--- config.mk ---
export PLATFORM = sky130hd
export DESIGN_NAME = container_placement_policy_unit
export DESIGN_NICKNAME = d
export VERILOG_FILES = /design/src/design/cpp_pkg.sv /design/src/design/cpp_ctrl.sv /design/src/design/cpp_dpath.sv /design/src/design/container_placement_policy_unit.sv
export SDC_FILE = /design/constraint.sdc
export NUM_CORES = 1
export LEC_CHECK = 0
export BUFFER_PORTS_ARGS = -buffer_cell sky130_fd_sc_hd__buf_2
export CELL_PAD_IN_SITES_DETAIL_PLACEMENT = 1
export CELL_PAD_IN_SITES_GLOBAL_PLACEMENT = 2
export CORE_ASPECT_RATIO = 0.75
export CORE_MARGIN = 5
export CORE_UTILIZATION = 37
export CTS_CLUSTER_DIAMETER = 120
export DETAILED_ROUTE_END_ITERATION = 16
export PLACE_DENSITY = 0.77
export SYNTH_ARGS = -nofsm -noshare
export SYNTH_HDL_FRONTEND = slang
export SYNTH_SLANG_ARGS = --single-unit
--- constraint.sdc ---
create_clock -name clock -period 3.72 [get_ports clock]
set_clock_uncertainty 0.15 [all_clocks]
set_input_delay 0.372 -clock clock [delete_from_list [all_inputs] [get_ports clock]]
set_output_delay 0.372 -clock clock [all_outputs]
set_load 0.005 [all_outputs]
--- src/design/cpp_pkg.sv ---
`default_nettype none

package cpp_pkg;

   // The list of containers in use always has sixteen slots.
   localparam int SLOTS              = 16;
   localparam int SLOT_W             = 4;
   localparam int CNT_W              = 5;
   localparam int MAP_W              = 16;
   localparam int NUM_CONTAINERS_DEF = 16;

   localparam int REQ_TDATA_W = 16;
   localparam int RSP_TDATA_W = 16;
   localparam int CSR_ADDR_W  = 1;
   localparam int CSR_DATA_W  = 5;

   // Register indexes of the configuration port.
   localparam logic [CSR_ADDR_W-1:0] CSR_POLICY_MODE     = 1'b0;
   localparam logic [CSR_ADDR_W-1:0] CSR_PROCESSOR_LIMIT = 1'b1;

   // Policy codes. Code zero and the unused code three both mean round robin.
   localparam logic [1:0] MODE_MIN = 2'd1;
   localparam logic [1:0] MODE_CAP = 2'd2;

   typedef enum logic [3:0] {
      OP_NONE,
      OP_LOAD,
      OP_INIT_MIN,
      OP_INIT_CAP,
      OP_INIT_RR,
      OP_STEP_MIN,
      OP_STEP_CAP,
      OP_STEP_RR,
      OP_APPEND_MAP,
      OP_APPEND_FRESH,
      OP_FAIL
   } dp_op_type;

   typedef struct packed {
      dp_op_type op;
   } cmd_type;

   typedef struct packed {
      logic       out_free;
      logic       map_zero;
      logic       fresh_zero;
      logic       count_zero;
      logic       at_limit;
      logic [1:0] mode;
      logic       hit;
      logic       last;
   } sts_type;

   // Position of the lowest set bit; zero when no bit is set.
   function automatic logic [SLOT_W-1:0] lowest_set(input logic [MAP_W-1:0] bits);
      logic [SLOT_W-1:0] pos;
      pos = '0;
      for (int i = MAP_W - 1; i >= 0; i--) begin
         if (bits[i]) begin
            pos = SLOT_W'(i);
         end
      end
      return pos;
   endfunction

endpackage

`default_nettype wire

--- src/design/cpp_ctrl.sv ---
`default_nettype none

module cpp_ctrl (
   input  wire logic             clock,
   input  wire logic             reset,
   input  wire logic             req_tvalid,
   output logic                  req_tready,
   input  wire cpp_pkg::sts_type sts,
   output cpp_pkg::cmd_type      cmd
);

   typedef enum logic [2:0] {
      ST_IDLE,
      ST_DECIDE,
      ST_RR_PICK,
      ST_SCAN_MIN,
      ST_SCAN_CAP,
      ST_SCAN_RR,
      ST_APPEND,
      ST_FAIL
   } state_type;

   state_type state_ff;
   state_type state_in;

   assign req_tready = (state_ff == ST_IDLE);

   always_comb begin
      state_in = state_ff;
      cmd.op   = cpp_pkg::OP_NONE;
      unique case (state_ff)
         ST_IDLE: begin
            if (req_tvalid) begin
               cmd.op   = cpp_pkg::OP_LOAD;
               state_in = ST_DECIDE;
            end
         end
         ST_DECIDE: begin
            if (sts.out_free) begin
               priority if (sts.map_zero) begin
                  cmd.op   = cpp_pkg::OP_FAIL;
                  state_in = ST_IDLE;
               end else if (sts.mode == cpp_pkg::MODE_MIN) begin
                  if (sts.count_zero) begin
                     cmd.op   = cpp_pkg::OP_APPEND_MAP;
                     state_in = ST_IDLE;
                  end else begin
                     cmd.op   = cpp_pkg::OP_INIT_MIN;
                     state_in = ST_SCAN_MIN;
                  end
               end else if (sts.mode == cpp_pkg::MODE_CAP && sts.at_limit &&
                            !sts.count_zero) begin
                  cmd.op   = cpp_pkg::OP_INIT_CAP;
                  state_in = ST_SCAN_CAP;
               end else begin
                  state_in = ST_RR_PICK;
               end
            end
         end
         ST_RR_PICK: begin
            if (sts.out_free) begin
               priority if (!sts.fresh_zero) begin
                  cmd.op   = cpp_pkg::OP_APPEND_FRESH;
                  state_in = ST_IDLE;
               end else if (sts.count_zero) begin
                  cmd.op   = cpp_pkg::OP_FAIL;
                  state_in = ST_IDLE;
               end else begin
                  cmd.op   = cpp_pkg::OP_INIT_RR;
                  state_in = ST_SCAN_RR;
               end
            end
         end
         ST_SCAN_MIN: begin
            if (sts.out_free) begin
               cmd.op = cpp_pkg::OP_STEP_MIN;
               if (sts.hit) begin
                  state_in = ST_IDLE;
               end else if (sts.last) begin
                  state_in = ST_APPEND;
               end
            end
         end
         ST_SCAN_CAP: begin
            if (sts.out_free) begin
               cmd.op = cpp_pkg::OP_STEP_CAP;
               if (sts.hit) begin
                  state_in = ST_IDLE;
               end else if (sts.last) begin
                  state_in = ST_RR_PICK;
               end
            end
         end
         ST_SCAN_RR: begin
            if (sts.out_free) begin
               cmd.op = cpp_pkg::OP_STEP_RR;
               if (sts.hit) begin
                  state_in = ST_IDLE;
               end else if (sts.last) begin
                  state_in = ST_FAIL;
               end
            end
         end
         ST_APPEND: begin
            if (sts.out_free) begin
               cmd.op   = cpp_pkg::OP_APPEND_MAP;
               state_in = ST_IDLE;
            end
         end
         ST_FAIL: begin
            if (sts.out_free) begin
               cmd.op   = cpp_pkg::OP_FAIL;
               state_in = ST_IDLE;
            end
         end
         default: begin
            state_in = ST_IDLE;
         end
      endcase
   end

   always_ff @(posedge clock) begin
      if (reset) begin
         state_ff <= ST_IDLE;
      end else begin
         state_ff <= state_in;
      end
   end

endmodule

`default_nettype wire

--- src/design/cpp_dpath.sv ---
`default_nettype none

module cpp_dpath #(
   parameter int NUM_CONTAINERS = cpp_pkg::NUM_CONTAINERS_DEF
) (
   input  wire logic                              clock,
   input  wire logic                              reset,
   input  wire logic [cpp_pkg::REQ_TDATA_W-1:0]   req_tdata,
   output logic                                   rsp_tvalid,
   input  wire logic                              rsp_tready,
   output logic [cpp_pkg::RSP_TDATA_W-1:0]        rsp_tdata,
   input  wire logic                              csr_we,
   input  wire logic [cpp_pkg::CSR_ADDR_W-1:0]    csr_addr,
   input  wire logic [cpp_pkg::CSR_DATA_W-1:0]    csr_wdata,
   input  wire cpp_pkg::cmd_type                  cmd,
   output cpp_pkg::sts_type                       sts
);

   localparam int MapBits = (NUM_CONTAINERS < cpp_pkg::MAP_W) ? NUM_CONTAINERS
                                                               : cpp_pkg::MAP_W;
   localparam logic [cpp_pkg::MAP_W-1:0] MapMask =
      {cpp_pkg::MAP_W{1'b1}} >> (cpp_pkg::MAP_W - MapBits);

   localparam int SW = cpp_pkg::SLOT_W;
   localparam int CW = cpp_pkg::CNT_W;
   localparam int MW = cpp_pkg::MAP_W;

   logic [MW-1:0] map_ff,   map_in;
   logic [MW-1:0] alloc_ff, alloc_in;
   logic [CW-1:0] count_ff, count_in;
   logic [CW-1:0] rot_ff,   rot_in;
   logic [SW-1:0] idx_ff,   idx_in;
   logic [CW-1:0] left_ff,  left_in;
   logic [1:0]    mode_ff,  mode_in;
   logic [CW-1:0] limit_ff, limit_in;
   logic [SW-1:0] list_ff [cpp_pkg::SLOTS];

   logic          valid_ff,  valid_in;
   logic [SW-1:0] slot_ff,   slot_in;
   logic [SW-1:0] cont_ff,   cont_in;
   logic          added_ff,  added_in;
   logic          failed_ff, failed_in;

   logic [SW-1:0] entry;
   logic          hit;
   logic [CW-1:0] idx_inc;
   logic [SW-1:0] idx_wrap;
   logic [CW-1:0] rot_inc;
   logic [MW-1:0] fresh;
   logic [SW-1:0] pick;
   logic          list_we;
   logic          out_free;

   assign entry    = list_ff[idx_ff];
   assign hit      = map_ff[entry];
   assign idx_inc  = {1'b0, idx_ff} + CW'(1);
   assign idx_wrap = (idx_inc >= count_ff) ? '0 : idx_inc[SW-1:0];
   assign rot_inc  = rot_ff + CW'(1);
   assign fresh    = map_ff & ~alloc_ff;
   assign pick     = (cmd.op == cpp_pkg::OP_APPEND_FRESH) ? cpp_pkg::lowest_set(fresh)
                                                          : cpp_pkg::lowest_set(map_ff);
   assign out_free = !valid_ff || rsp_tready;

   always_comb begin
      map_in    = map_ff;
      alloc_in  = alloc_ff;
      count_in  = count_ff;
      rot_in    = rot_ff;
      idx_in    = idx_ff;
      left_in   = left_ff;
      mode_in   = mode_ff;
      limit_in  = limit_ff;
      list_we   = 1'b0;
      valid_in  = valid_ff && !rsp_tready;
      slot_in   = slot_ff;
      cont_in   = cont_ff;
      added_in  = added_ff;
      failed_in = failed_ff;

      if (csr_we) begin
         unique case (csr_addr)
            cpp_pkg::CSR_POLICY_MODE:     mode_in  = csr_wdata[1:0];
            cpp_pkg::CSR_PROCESSOR_LIMIT: limit_in = csr_wdata;
            default:                      ;
         endcase
      end

      unique case (cmd.op)
         cpp_pkg::OP_LOAD: begin
            map_in = req_tdata[MW-1:0] & MapMask;
         end
         cpp_pkg::OP_INIT_MIN: begin
            idx_in  = '0;
            left_in = count_ff;
         end
         cpp_pkg::OP_INIT_CAP: begin
            idx_in  = (rot_ff >= count_ff) ? '0 : rot_ff[SW-1:0];
            left_in = count_ff;
         end
         cpp_pkg::OP_INIT_RR: begin
            idx_in  = (rot_inc >= count_ff) ? '0 : rot_inc[SW-1:0];
            left_in = count_ff;
         end
         cpp_pkg::OP_STEP_MIN, cpp_pkg::OP_STEP_CAP, cpp_pkg::OP_STEP_RR: begin
            // The cap scan leaves the pointer one past the slot it looked at,
            // unwrapped, whether or not that slot fits.
            if (cmd.op == cpp_pkg::OP_STEP_CAP) begin
               rot_in = idx_inc;
            end
            if (hit) begin
               if (cmd.op == cpp_pkg::OP_STEP_RR) begin
                  rot_in = {1'b0, idx_ff};
               end
               valid_in  = 1'b1;
               slot_in   = idx_ff;
               cont_in   = entry;
               added_in  = 1'b0;
               failed_in = 1'b0;
            end else begin
               idx_in  = idx_wrap;
               left_in = left_ff - CW'(1);
            end
         end
         cpp_pkg::OP_APPEND_MAP, cpp_pkg::OP_APPEND_FRESH: begin
            if (cmd.op == cpp_pkg::OP_APPEND_FRESH) begin
               rot_in = count_ff;
            end
            valid_in = 1'b1;
            if (count_ff[CW-1]) begin
               slot_in   = '0;
               cont_in   = '0;
               added_in  = 1'b0;
               failed_in = 1'b1;
            end else begin
               list_we   = 1'b1;
               alloc_in  = alloc_ff | (MW'(1) << pick);
               count_in  = count_ff + CW'(1);
               slot_in   = count_ff[SW-1:0];
               cont_in   = pick;
               added_in  = 1'b1;
               failed_in = 1'b0;
            end
         end
         cpp_pkg::OP_FAIL: begin
            valid_in  = 1'b1;
            slot_in   = '0;
            cont_in   = '0;
            added_in  = 1'b0;
            failed_in = 1'b1;
         end
         default: ;
      endcase
   end

   always_ff @(posedge clock) begin
      if (reset) begin
         alloc_ff <= '0;
         count_ff <= '0;
         rot_ff   <= CW'(15);
         mode_ff  <= '0;
         limit_ff <= '0;
         valid_ff <= 1'b0;
      end else begin
         alloc_ff <= alloc_in;
         count_ff <= count_in;
         rot_ff   <= rot_in;
         mode_ff  <= mode_in;
         limit_ff <= limit_in;
         valid_ff <= valid_in;
      end
      map_ff    <= map_in;
      idx_ff    <= idx_in;
      left_ff   <= left_in;
      slot_ff   <= slot_in;
      cont_ff   <= cont_in;
      added_ff  <= added_in;
      failed_ff <= failed_in;
      if (list_we) begin
         list_ff[count_ff[SW-1:0]] <= pick;
      end
   end

   assign rsp_tvalid = valid_ff;
   assign rsp_tdata  = {{(cpp_pkg::RSP_TDATA_W - 2 * SW - 2){1'b0}},
                        failed_ff, added_ff, cont_ff, slot_ff};

   always_comb begin
      sts.out_free   = out_free;
      sts.map_zero   = (map_ff == '0);
      sts.fresh_zero = (fresh == '0);
      sts.count_zero = (count_ff == '0);
      sts.at_limit   = (count_ff >= limit_ff);
      sts.mode       = mode_ff;
      sts.hit        = hit;
      sts.last       = (left_ff == CW'(1));
   end

   // Every container in the list is marked allocated exactly once.
   a_alloc_matches_count: assert property (@(posedge clock) disable iff (reset)
      $countones(alloc_ff) == int'(count_ff))
      else $error("allocated map and used count disagree");

   a_count_bound: assert property (@(posedge clock) disable iff (reset)
      count_ff <= CW'(cpp_pkg::SLOTS))
      else $error("used count beyond list size");

   a_append_grows: assert property (@(posedge clock) disable iff (reset)
      (cmd.op == cpp_pkg::OP_APPEND_MAP || cmd.op == cpp_pkg::OP_APPEND_FRESH) &&
      !count_ff[CW-1] |=> count_ff == $past(count_ff) + CW'(1))
      else $error("append did not grow the list");

   a_fail_clean: assert property (@(posedge clock) disable iff (reset)
      valid_ff && failed_ff |-> slot_ff == '0 && cont_ff == '0 && !added_ff)
      else $error("failed result carries a placement");

endmodule

`default_nettype wire

--- src/design/container_placement_policy_unit.sv ---
`default_nettype none

// Container placement allocator. Each request item carries a map of the
// containers that can host it, and the block answers with one result item:
// the slot in its ordered list of containers in use, the container held
// there, whether that container was just appended, and a failure flag when
// no container fits (an empty map leaves all state alone). Round robin
// appends the lowest feasible unused container, or else rotates over the
// used slots; minimize reuses the first feasible used slot before appending;
// cap rotates over the used slots once the used count reaches the limit and
// otherwise behaves as round robin. A controller and a datapath search the used
// list one slot per clock cycle while the output register is free. Each item
// passes through load and decide, an optional round-robin pick, then a scan,
// an append or a failure, and its result may wait for rsp_tready.
// One item is handled at a time; a new item is taken while the previous
// result is still waiting at the output register. Configuration is to be
// written by the user only while no item is in flight; the block itself
// does not enforce this.
module container_placement_policy_unit #(
   parameter int NUM_CONTAINERS = cpp_pkg::NUM_CONTAINERS_DEF
) (
   input  wire logic                              clock,
   input  wire logic                              reset,
   // Request stream.
   input  wire logic                              req_tvalid,
   output logic                                   req_tready,
   // [15:0] feasible_map
   input  wire logic [cpp_pkg::REQ_TDATA_W-1:0]   req_tdata,
   // Result stream.
   output logic                                   rsp_tvalid,
   input  wire logic                              rsp_tready,
   // [3:0] slot_index, [7:4] container_id, [8] added_new, [9] failed,
   // [15:10] zero
   output logic [cpp_pkg::RSP_TDATA_W-1:0]        rsp_tdata,
   // Configuration writes: index 0 policy_mode, index 1 processor_limit.
   input  wire logic                              csr_we,
   input  wire logic [cpp_pkg::CSR_ADDR_W-1:0]    csr_addr,
   input  wire logic [cpp_pkg::CSR_DATA_W-1:0]    csr_wdata
);

   cpp_pkg::cmd_type cmd;
   cpp_pkg::sts_type sts;

   // The controller sequences decide, scan and append steps; it only issues
   // a step that may produce a result when the output register is free.
   cpp_ctrl u_ctrl (
      .clock      (clock),
      .reset      (reset),
      .req_tvalid (req_tvalid),
      .req_tready (req_tready),
      .sts        (sts),
      .cmd        (cmd)
   );

   // The datapath holds the used list, allocation map, rotation pointer,
   // configuration and the output register.
   cpp_dpath #(
      .NUM_CONTAINERS (NUM_CONTAINERS)
   ) u_dpath (
      .clock      (clock),
      .reset      (reset),
      .req_tdata  (req_tdata),
      .rsp_tvalid (rsp_tvalid),
      .rsp_tready (rsp_tready),
      .rsp_tdata  (rsp_tdata),
      .csr_we     (csr_we),
      .csr_addr   (csr_addr),
      .csr_wdata  (csr_wdata),
      .cmd        (cmd),
      .sts        (sts)
   );

endmodule

`default_nettype wire

; After elaboration in Yosys (flattened, before gate mapping)
; Memories as Yosys holds them, arrays and structs flattened. A register that Yosys moved wholly into a read port is not among the register bits.
; Index checks and enable logic that the tools add are counted.
[op_classes]
addsub = 4
order_cmp = 5
n_eq_ne = 33
shift = 1
muxes = 100
bitwise = 5
reduce_logical = 28
[ops]
columns = cell, n
row1 = 4-bit two-way mux, 51
row2 = 3-bit two-way mux, 21
row3 = 16-bit zero test, 2
row4 = 4-bit case mux with 8 select lines, 1
row5 = 5-bit two-way mux, 6
row6 = 4-bit case mux with 3 select lines, 2
row7 = 3-bit case mux with 7 select lines, 1
row8 = 5-bit >= comparator, 4
row9 = 5-bit case mux with 2 select lines, 2
row10 = 16-bit bitwise AND, 1
row11 = 4-bit by 3-bit equality test with 1-bit output (second input constant), 4
row12 = 2-bit by 1-bit != test with 1-bit output (second input constant), 8
row13 = 16-bit inverter, 1
row14 = 16-bit OR, 1
row15 = 4-bit case mux with 4 select lines, 1
row16 = 1-bit by 4-bit left shift with 16-bit output (first input constant), 1
row17 = 2-bit AND reduction, 7
row18 = 3-bit equality test (second input constant), 4
row19 = 4-bit equality test (second input constant), 3
row20 = 5-bit by 1-bit adder with 5-bit output (second input constant), 2
row21 = 10-bit AND reduction, 1
row22 = 1-bit two-way mux, 9
row23 = 3-bit by 2-bit != test with 1-bit output (second input constant), 3
row24 = 3-bit OR reduction, 3
row25 = 25 further kinds, 37
[word_totals]
register_bits = 72
mem_bits_rw = 64
input_bits = 27
wordCells = 192
memories = 1
[mem_list]
columns = memory, depth, width, read_ports, rd_clocked_by_memory_dff, write_ports, line_no
row1 = u_dpath.list_ff, 16, 4, 1, 1, 1, cpp_dpath.sv:36  ; logic [SW-1:0] list_ff [cpp_pkg::SLOTS];

; Longest topological paths before layout
[logic_depth]
word_depth = 21
mapped_depth = 13

; By module
; A second synthesis with hierarchy kept.
[hier_totals]
hier_cells = 680
hier_area_um2 = 7559.8
[modules_own_cells]
columns = module, instances, cells_per_inst, area_per_inst_um2, seq_area_each_um2
row1 = cpp_dpath, 1, 614, 7095.6, 3733.6
row2 = cpp_ctrl, 1, 66, 464.2, 60.1

; Least setup slack after synthesis
; No wires, ideal clock.
[synth_timing]
path_type = reg2reg
start = register u_dpath.map_ff[13]
end = register u_dpath.cont_ff[0] (data pin)
t_arrival_ns = 3.134
t_required_ns = 3.313
slack_ns = 0.179
stages_incl_launch_ff = 11
n_path_buf = 2
synth_period_minus_slack_ns = 3.541
cell_sequence = edfxtp_1 > nor2b_1 > or4b_1 > o41ai_1 > nor3_1 > clkbuf_1 > a21oi_1 > a211o_1 > clkbuf_1 > clkinv_1 > a22o_1
[synth_between]
elab_chain_len = 18
elab_cells_between_ends = 47
cone_classes = 6 x eq/ne / 36 x mux / 1 x bitwise / 4 x reduce/logical
[synth_rtl]
columns = item, line_no
row1 = "start, declared", cpp_dpath.sv:28  ; logic [MW-1:0] map_ff, map_in;
row2 = "start signal, assigned", cpp_dpath.sv:171  ; map_ff <= map_in;
row3 = 16-bit bitwise AND, cpp_dpath.sv:59  ; assign fresh = map_ff & ~alloc_ff;
row4 = 4-bit two-way mux (14 in series), cpp_pkg.sv:59  ; if (bits[i]) begin
row5 = 4-bit two-way mux *, cpp_dpath.sv:60  ; assign pick = (cmd.op == cpp_pkg::OP_APPEND_FRESH) ? cpp_pkg::lowest_set(fresh)
row6 = net u_dpath.pick[0], cpp_dpath.sv:50  ; logic [SW-1:0] pick;
row7 = 4-bit two-way mux *, cpp_dpath.sv:129  ; if (count_ff[CW-1]) begin
row8 = 4-bit case mux with 3 select lines *, cpp_dpath.sv:88  ; unique case (cmd.op)
row9 = net u_dpath.cont_in[0], cpp_dpath.sv:40  ; logic [SW-1:0] cont_ff, cont_in;
row10 = "end signal, assigned", cpp_dpath.sv:175  ; cont_ff <= cont_in;
row11 = "end, declared", cpp_dpath.sv:40
; The timed path passes the listed nets; every way through them passes the cells marked *.
; A chain may end at the register's enable or synchronous reset.

==> flow_summary.yaml <==
status:
  status: "complete, no violations"
layout:
  final_util: 0.4544
  layout-drive-gt1-share: 0.2029
  fillers: 2104
  multi_input_area_um2: 3272
  area_delta_synth_final_pct: 20.84
  diodes: 0
  fin_nets: 801
  seq_area_um2: 3794
worst_setup_path:
  cp.required_ps: 3710
  cpMostUsedCell: "or2_1"
  end_kind: "flop"
  crit_path_top_delay_cell: "mux4_1"
  arrival_ps: 3570
  timing_worst_setup_path_type: "flop to flop"
  startpoint_type: "flop"
  cp_max_fo: 15
  critical_path.max_stage_delay_ps: 580
  r2r_slack_ps: 140
  cp_cell_sequence: "buf_12, mux4_1, mux4_2, or2_1, nor4_2, nor4_1, buf_4, mux2i_4, or2_1, o21ai_2, inv_2"
global_routing:
  grt_max_degree: 38
  antenna_found_initial: 0
  grt_pass1_wl_um: 34060
  track_usage: 0.1966
  grt_pass1_vias: 5855
  grt_overflow: 0
yosys:
  syn_area_um2: 7287
  avgSynthCellArea_um2: 11.14
  ys_types: 68
  netlist_top_cells_area: "edfxtp_1, dfxtp_1, ha_1"
  yosysTopAreaCellShare: 0.4080
  ys.flop_type: "edfxtp_1"
  ys_seq_area_frac: 0.5206
  synth_cells: 654
  ys_warn_count: 0
  synth_seq_cells: 140
  synth-async-reset-ratio: 0
  synth_area_leader_cell: "edfxtp_1"
  synth_edf_count: 99
sta:
  finalWorstSetupSlack_ps: 137.0
  finalSetupViolCount: 0
  relSlewSlack: 0.4581
  maxSlewViolCount: 0
  period_needed_ps: 3583
  min_period_over_period: 0.9632
  fin_tns_setup_ps: 0
  rsz0062_at_grt: "false"
  worst_slew_pin_slew_ps: 812.8
  timing_hold_violations_final: 0
  clock.fmax_ghz: 0.2791
floorplan:
  initial_core_util: 0.3760
  rows: 44
  die_area_um2: 22630
  core-area_um2: 19380
  ioPinCount: 45
  die_x_um: 172.0
  die_y_um: 131.5
clocking:
  cts.sinks: 140
  htreeDepth: 4
  cts.clk_slew.worst_paths_ps: 70
  clk_latency_ps: 440
  post_cts_buffers: 0
  clk_path_buf_depth: 2
  cts.root.buffer_cell: "clkbuf_16"
  cts_tree: "done"
  cts_made_buffers: 17
worst_hold_path:
  hold_class: "input pin to flop"
route:
  ant_nets: 0
  dr.pass1.iters: 5
  drt_iter0_drc: 466
  post_drt_wl_per_cell_um: 21.39
  viasPerCell: 5.498
  drc: 0
  wl_um: 21640
  num_vias: 5564
power_and_ir_drop:
  p_leak_uw: 0.003389
  power_density_nw_per_um2: 783.8
  peakVddDrop_v: 0.0003492
placement:
  io_buffers: 38
  dp_hpwl_um: 15910
  pre_cts_slack_ps: -4.438
  finalWeightedCongestion: 0.8730
job:
  maxCapViolCount: 0
==> synth_stat cells (8+ instances only) <==
| library cell | n |
|---|---|
| a31oi_1 | 14 |
| mux2_2 | 8 |
| a21oi_1 | 38 |
| edfxtp_1 | 99 |
| ha_1 | 28 |
| nand2_1 | 49 |
| nor2_1 | 60 |
| clkbuf_1 | 17 |
| nand3_1 | 15 |
| buf_4 | 8 |
| mux4_2 | 15 |
| o21ai_0 | 19 |
| nor2b_1 | 14 |
| nor4_1 | 16 |
| and3_1 | 13 |
| nor3_1 | 13 |
| dfxtp_1 | 41 |
| inv_1 | 30 |
| nand2b_1 | 30 |
==> logic make-up (layout without fill, tap and decap cells) <==
logic type / after synthesis / count (layout) / share of synthesized area
buf+inv: 62 / 162 / 0.03898
mux: 37 / 37 / 0.08894
fa+ha+maj: 28 / 28 / 0.04808
compound gates: 130 / 130 / 0.1152
flops: 140 / 140 / 0.5206
other cells: 1 / 6 / 0.0005146
xor+xnor: 11 / 11 / 0.01322
simple gates: 245 / 245 / 0.1745
==> critical path: cells and delay by family (launching register included) <==
kind | cells | cell delay, ps
compound gates | 1 | 150
buf+inv | 3 | 490
flops | 1 | 360
mux | 3 | 1320
simple gates | 4 | 790
==> registers in the layout, summed over array words and instances (netlist names), named ones only <==
signal,flops
u_dpath.rot_ff,5
u_dpath.failed_ff,1
u_dpath.rsp_tvalid,1
u_dpath.slot_ff,4
u_dpath.alloc_ff,16
u_dpath.map_ff,16
u_dpath.limit_ff,5
u_dpath.cont_ff,4
u_dpath.added_ff,1
u_dpath.idx_ff,4
u_ctrl.state_ff,3
u_dpath.list_ff,64
u_dpath.count_ff,5
u_dpath.left_ff,5
u_dpath.mode_ff,2
==> per-stage QoR <==
| step | hold slack [ps] | instance area (µm²) | total power [µW] | std cells |
|---|---|---|---|---|
| after CTS | 12.88 | 8760 | 6891 | 1011 |
| after global routing | 20.30 | 8806 | 7311 | 1012 |
| after global placement | 293.2 | 7988 | 5011 | 963 |
| after floorplan | 278.0 | 7306 | 4103 | 659 |
| final | 35.79 | 8806 | 6902 | 1012 |
| after detailed placement | 300.4 | 7988 | 5092 | 963 |
==> area by class of cell <==
cell class | count | share of cell area
clock buffers | 17 | 0.04831
clock inverters | 15 | 0.02089
inverters | 31 | 0.01321
multi-input cells | 457 | 0.3716
flip-flops and latches | 140 | 0.4308
well taps | 253 | 0.03595
repair buffers | 99 | 0.07928
==> what timing repair did <==
item                                   CTS  global route
endpoints found under the hold margin   16             0
gates cloned                             0             0
gates resized for setup                  1             9
hold buffers                            16             0
setup endpoints to repair               10            23
==> power by group <==
group          switching (µW)  internal, µW  total (µW)
logic                    1590          1270        2860
registers                 277          2020        2300
clock network             823           917        1740
total                    2690          4210        6900
==> per-layer routing <==
layer  GRT usage  up-vias  share of wire
li1            -     2623              -
met5           0        -              0
met2      0.2941      113           0.45
met1      0.2865     2799           0.49
met3     0.04174       29          0.041
met4     0.06024        0          0.019
==> cells in the final DEF, fill, tap and decap left out, types with 15 or more instances in the layout <==
cell,n
mux4_2,15
clkbuf_16,17
edfxtp_1,99
o21ai_0,19
buf_2,38
ha_1,28
inv_1,28
nand2b_1,30
buf_4,43
nor2_1,60
dfxtp_1,41
nand3_1,15
nand2_1,48
a21oi_1,38
dlygate4sd3_1,16
==> final timing paths <==
path | cells after the start | startpoint | to
hold / removal | 3 | csr_wdata[2] | u_dpath.limit_ff[2]
setup reg to reg | 11 | flop | u_dpath.left_ff[4]
setup / recovery | 11 | flop | u_dpath.left_ff[4]
hold reg to reg | 2 | u_dpath.limit_ff[1] | u_dpath.limit_ff[1]
No activity file was read; power rests on OpenSTA's default activity.
